--- src/rtl/lpr_pkg.sv ---
// shared types and constants of the lookup-table pixel remap block
package lpr_pkg;

	localparam int MAX_PIXELS = 65536;
	localparam int IDX_W      = $clog2(MAX_PIXELS);
	localparam int CNT_W      = IDX_W + 1;
	localparam int OFF_W      = 32;
	localparam int PIX_W      = 24;
	localparam int FIFO_DEPTH = 4;
	localparam int FIFO_AW    = $clog2(FIFO_DEPTH);

	typedef enum logic [1:0] {
		OP_WRITE_ENTRY = 2'd0,
		OP_WRITE_PIXEL = 2'd1,
		OP_READ_PIXEL  = 2'd2
	} op_t;

	typedef enum logic [1:0] {
		REG_PIXEL_COUNT  = 2'd0,
		REG_GRAY_MODE    = 2'd1,
		REG_BLANK_MARKER = 2'd2
	} reg_index_t;

	typedef struct packed {
		logic             blank;
		logic [IDX_W-1:0] offset;
	} entry_t;

	typedef struct packed {
		logic             valid;
		logic [IDX_W-1:0] idx;
		logic             ok;
		logic [IDX_W-1:0] src;
	} lookup_t;

	typedef struct packed {
		logic [IDX_W-1:0] idx;
		logic [PIX_W-1:0] pixel;
		logic             blank;
	} result_t;

endpackage

--- src/rtl/lpr_out_fifo.sv ---
// small result queue in front of the output port
module lpr_out_fifo (
	input  logic             clk,
	input  logic             arst_n,
	input  logic             push,
	input  lpr_pkg::result_t push_data,
	input  logic             pop,
	output logic             head_valid,
	output lpr_pkg::result_t head
);

	lpr_pkg::result_t           entries_q [lpr_pkg::FIFO_DEPTH];
	logic [lpr_pkg::FIFO_AW-1:0] wr_ptr_q;
	logic [lpr_pkg::FIFO_AW-1:0] rd_ptr_q;
	logic [lpr_pkg::FIFO_AW:0]   count_q;

	always_ff @(posedge clk or negedge arst_n) begin
		if (!arst_n) begin
			wr_ptr_q <= '0;
			rd_ptr_q <= '0;
			count_q  <= '0;
		end else begin
			if (push) begin
				wr_ptr_q <= wr_ptr_q + 1'b1;
			end
			if (pop) begin
				rd_ptr_q <= rd_ptr_q + 1'b1;
			end
			if (push && !pop) begin
				count_q <= count_q + 1'b1;
			end else if (pop && !push) begin
				count_q <= count_q - 1'b1;
			end
		end
	end

	always_ff @(posedge clk) begin
		if (push) begin
			entries_q[wr_ptr_q] <= push_data;
		end
	end

	assign head_valid = (count_q != '0);
	assign head       = entries_q[rd_ptr_q];

endmodule
--- config.mk ---
export PLATFORM = sky130hd
export DESIGN_NAME = lpr_out_fifo
export DESIGN_NICKNAME = d
export VERILOG_FILES = /design/src/rtl/lpr_pkg.sv /design/src/rtl/lpr_out_fifo.sv
export SDC_FILE = /design/constraint.sdc
export NUM_CORES = 1
export LEC_CHECK = 0
export BUFFER_PORTS_ARGS = -buffer_cell sky130_fd_sc_hd__buf_4
export CAP_MARGIN = 15
export CORE_MARGIN = 10
export CORE_UTILIZATION = 55
export DETAILED_ROUTE_END_ITERATION = 7
export PLACE_DENSITY = 0.8
export SLEW_MARGIN = 20
export SYNTH_ARGS = -nofsm -noshare
export SYNTH_HDL_FRONTEND = slang
export SYNTH_SLANG_ARGS = --single-unit
--- constraint.sdc ---
create_clock -name clk -period 2.2 [get_ports clk]
set_input_delay 0.44 -clock clk [delete_from_list [all_inputs] [get_ports clk]]
set_output_delay 0.44 -clock clk [all_outputs]
set_load 0.01 [all_outputs]
Word-level counts from Yosys, hierarchy flattened
Memories as Yosys holds them, arrays and structs flattened.
Cells that the tools add are included.

storage, ports and cells
  register bits = 7
  bits in writable memories = 164
  output and inout bits = 42
  word-level logic and storage cells = 18
  memories = 1

cells by class
  add/sub/neg operators = 4
  muxes and demuxes = 4
  reduce and logical (&&, ||, !) cells = 6

memories
  memory     depth  bits a word  read ports  clocked after Yosys merged registers in  wr ports  RTL line            source
  entries_q  4      41           1           0                                        1         lpr_out_fifo.sv:12  lpr_pkg::result_t entries_q [lpr_pkg::FIFO_DEPTH];

operator list
  operator                                           number
  two-way mux 3 bit                                  2
  adder 2 x 1 -> 2 bit (second input constant)       2
  adder 3 x 1 -> 3 bit (second input constant)       1
  nonzero test 3 bit                                 1
  subtractor 3 x 1 -> 3 bit (second input constant)  1
  logical AND 1 bit                                  2
  logical NOT 1 bit                                  2
  two-way mux 1 bit                                  2
  nonzero test 2 bit                                 1

Longest topological paths before layout
  depth in word-level cells = 4
  mapped depth = 7
  depth with buffers taken out = 7

Worst setup path after synthesis
Ideal clock, no wire load.

  path kind = flip-flop to flip-flop
  start = reg wr_ptr_q[0] (netlist name)
  end = mem entries_q[0][0] (netlist name) (enable)
  arrival = 1.612 ns
  setup slack = 0.186 ns
  stages on the path, launching flop included = 4
  clock period less this slack = 2.014 ns
  cells stage by stage = dfrtp_1 inv_1 ha_1 and2_1

RTL lines
  what                    RTL line            source
  from (decl)             lpr_out_fifo.sv:13  logic [lpr_pkg::FIFO_AW-1:0] wr_ptr_q;
  from (signal assigned)  lpr_out_fifo.sv:24  wr_ptr_q <= wr_ptr_q + 1'b1;
  to (decl)               lpr_out_fifo.sv:12

Straight into the memory's write port.

==> summary.md <==
| Metric | Value |
|---|---|
| GPL Wtd Cong | `0.6691` |
| Nets | `415` |
| Synth Cell Area | `~0.0064 mm2` |
| Slowest CP cell | `mux4_2` |
| Syn_nets | `299` |
| R2R Path Start | `wr_ptr_q[0]` |
| Cell depth of the worst setup path | `4` |
| Final wirelength | `between 10000 and 15000 um` |
| Max_cap viols | `0` |
| TritonCTS buffer count | `17` |
| Crit path max-delay family | `multiplexers` |
| CP Capture Type | `primary output` |
| Worst vdd ir | `0.9712 mV` |
| Initial DRC Count | `220` |
| Crit. Startpoint | `rd_ptr_q[0]` |
| Worst EP required | `1.76 ns` |
| Largest net degree at the start of global routing | `38` |
| Area Overhead vs Synth | `27.04%` |
| IO buf count | `86` |
| Pwr dens | `between 1000 and 1500 mW/mm2` |
| Slowest stage delay, CP | `~0.51 ns` |
| Top cells by area, synth | `edfxtp_1 77%, mux4_2 13%, dfrtp_1 2.8%` |
| GRT overflow | `0` |
| Multi-input logic area | `between 0.001 and 0.0015 mm2` |
| Minimum clock period | `about 2.3 ns` |
| Final setup fails | `36` |
| Seq/Total Area, Yosys | `roughly 80%` |
| Vias per inst | `5.567` |
| Synth top area share | `around 77%` |
| Fin. max-slew vios | `0` |
| Total number of vias | `~2900` |
| CTS max path bufs | `2` |
| Max FO, Critical Path | `7` |
| Most frequent cell after synthesis | `edfxtp_1` |
| Die W | `about 130 um` |
| Wire per inst | `~23 um` |
| Synth area leader | `edfxtp_1` |
| Hpwl dp | `between 7000 and 8000 um` |
| Core area | `approximately 0.011 mm2` |
| WS Path Type | `reg -> out` |
| Max-slew headroom | `between 70 and 80%` |
| TritonCTS clock tree | `done` |
| RR Endpoint | `entries_q[2][3]` |
| CP Buf/Inv Count | `3` |
| Vias in the first global route | `3181` |
| Final hold vios | `0` |
| Antenna-violating nets left | `0` |
| Top Ports | `87` |
| Ys flop type | `edfxtp_1` |
| R2r worst-path depth | `4` |
| Die height | `between 100 and 150 um` |
| CP Cell Sequence | `buf_12, clkbuf_16, mux4_2, buf_6` |
| Setup TNS | `-1.512 ns` |
| Setup WS post-layout | `-0.06138 ns` |
| CTS clock-pin slew for the worst setup and hold paths | `roughly 0.060 ns` |
| Worst setup path endpoint | `head[2]` |
| Hold Crit Class | `in -> reg` |
| First-pass GRT wire length | `~18000 um` |
| Initial core utilization | `approximately 56%` |
| Reg2Reg Setup Slack | `approximately 0.66 ns` |
| Post-synthesis register bit count | `around 170` |
| Antenna violations before repair | `0` |
| Post-synth EDFFs | `about 160` |
| Num Clock Sinks | `171` |
| Worst Path Arrival | `approximately 1.8 ns` |
| Synth top cells by count | `164 x edfxtp_1, 38 x mux4_2, 7 x dfrtp_1, 5 x ha_1` |
| RSZ-0062 raised after global routing | `true` |
| Highest Clock Rate | `around 440 MHz` |
| Clock latency on the worst-skew pair | `approximately 0.42 ns` |
| Fillers | `676` |
| Max Clock Skew | `slightly below 0.009 ns` |
| Failing checks | `negative setup slack` |
| Tcrit/Tclk final | `102.8%` |
| Avg Synthesized Cell Area | `25.64 um2` |
| H-Tree Depth | `4` |
| Share of cells above drive strength 1 | `47.75%` |
| Cell variety after synth | `19` |
| Root buffer cell | `clkbuf_16` |
| Ant diodes | `0` |
| Worst-Margin Slew | `approximately 0.40 ns` |
| Die footprint | `roughly 0.016 mm2` |
| Syn Inst Count | `248` |
| # DRC | `0` |
| Asr flop ratio synth | `4.094%` |
| Status | `complete, but fails checks` |
| Leakage | `between 2 and 3 nW` |
| Num rows | `39` |
| Design Power | `about 11 mW` |
| Critical path launch point type | `flip-flop` |
| Tot GR Track Use | `between 10% and 20%` |
| Register Area | `about 0.0051 mm2` |
| Synth Warn # | `0` |
| Initial DRT Pass Iterations | `4` |
## final cells by class
type	count	area share, %
Sequential cell	171	63.20
Multi-Input combinational cell	63	13.94
Timing Repair Buffer	107	12.95
Clock buffer	18	5.313
Tap cell	143	2.215
Clock inverter	14	2.199
Inverter	4	0.1859
## power by group
group | total, mW | internal [mW] | switching [mW] | leakage (nW)
Sequential | 4.46 | 4.28 | 0.184 | 1.59
Combinational | 3.83 | 2.14 | 1.70 | 0.979
Clock | 3.01 | 1.88 | 1.14 | 0.278
## per-layer routing
layer  share of wire, %  GRT usage [%]  vias up
met5                  0              0        -
met4                1.4          6.430        0
met1                 39          17.72     1519
met2                 53          24.21       91
li1                   -              -     1276
met3                6.4          5.418        9
## per-stage QoR
| step | cells | util (%) | instance area [um2] | setup WS [ns] | hold WS (ns) |
|---|---|---|---|---|---|
| floorplan | 248 | - | 6359 | 0.1862 | 0.1444 |
| global placement | 479 | 63.38 | 7206 | 0.2581 | 0.2566 |
| detailed placement | 479 | 63.38 | 7206 | 0.2335 | 0.2570 |
| CTS | 516 | 69.96 | 7954 | -0.1023 | 0.2023 |
| global route | 520 | 71.05 | 8078 | -0.1113 | 0.2038 |
| finish | 520 | 71.05 | 8078 | -0.06138 | 0.2144 |
## kinds of logic after synthesis
group | count (synthesis) | synth area share [%]
buffers and inverters | 14 | 2.046
xor gates and xnor gates | 6 | 0.8264
muxes | 42 | 14.88
DFF | 171 | 80.20
AOI/OAI and AO/OA | 1 | 0.07863
and+or+nand+nor | 8 | 0.6690
adders and majority gates | 6 | 1.299
## worst min path at each step
stage / slack, ns / start / cells after the start / to
2_1_floorplan: 0.14 / arst_n / 0 / count_q[0]
3_3_place_gp: 0.26 / arst_n / 1 / count_q[1]
3_5_place_dp: 0.26 / arst_n / 1 / count_q[0]
4_1_cts: 0.20 / push_data[18] / 1 / entries_q[0][18]
5_1_grt: 0.20 / push_data[15] / 1 / entries_q[2][15]
6_report: 0.21 / pop / 2 / rd_ptr_q[0]
## sequential cells by signal, indices dropped and copies added (netlist names)
name,flops
entries_q,164
count_q,3
rd_ptr_q,2
wr_ptr_q,2
## worst reg2reg max path, stage by stage (launching register included)
cell	delay, ns
dfrtp_1	0.43
inv_1	0.10
ha_1	0.15
and2_2	0.15
buf_4	0.36
## layout by cell type (no fill, tap or decap), drive strengths merged
cell type    synthesis  routed
xnor2                2       2
nand2                2       2
nor2                 1       1
dfrtp                7       7
mux2                 1       1
fa                   1       1
or3                  1       1
xor2                 4       4
mux4                41      41
edfxtp             164     164
dlygate4sd3          0       1
o21ai                1       1
inv                  4       4
buf                  9     104
clkinvlp             0       5
and2                 4       4
ha                   5       5
clkinv               0       5
bufinv               0       4
clkbuf               1      20
## what timing repair did
action                                  4_1_cts  5_1_grt
endpoints found under the setup margin       40       41
hold endpoints to repair                      7        0
hold buffers                                  1        0
buffers inserted                              4        2
resized for setup                            27       16
gates cloned                                  0        2
(Power assumes the default switching activity.)
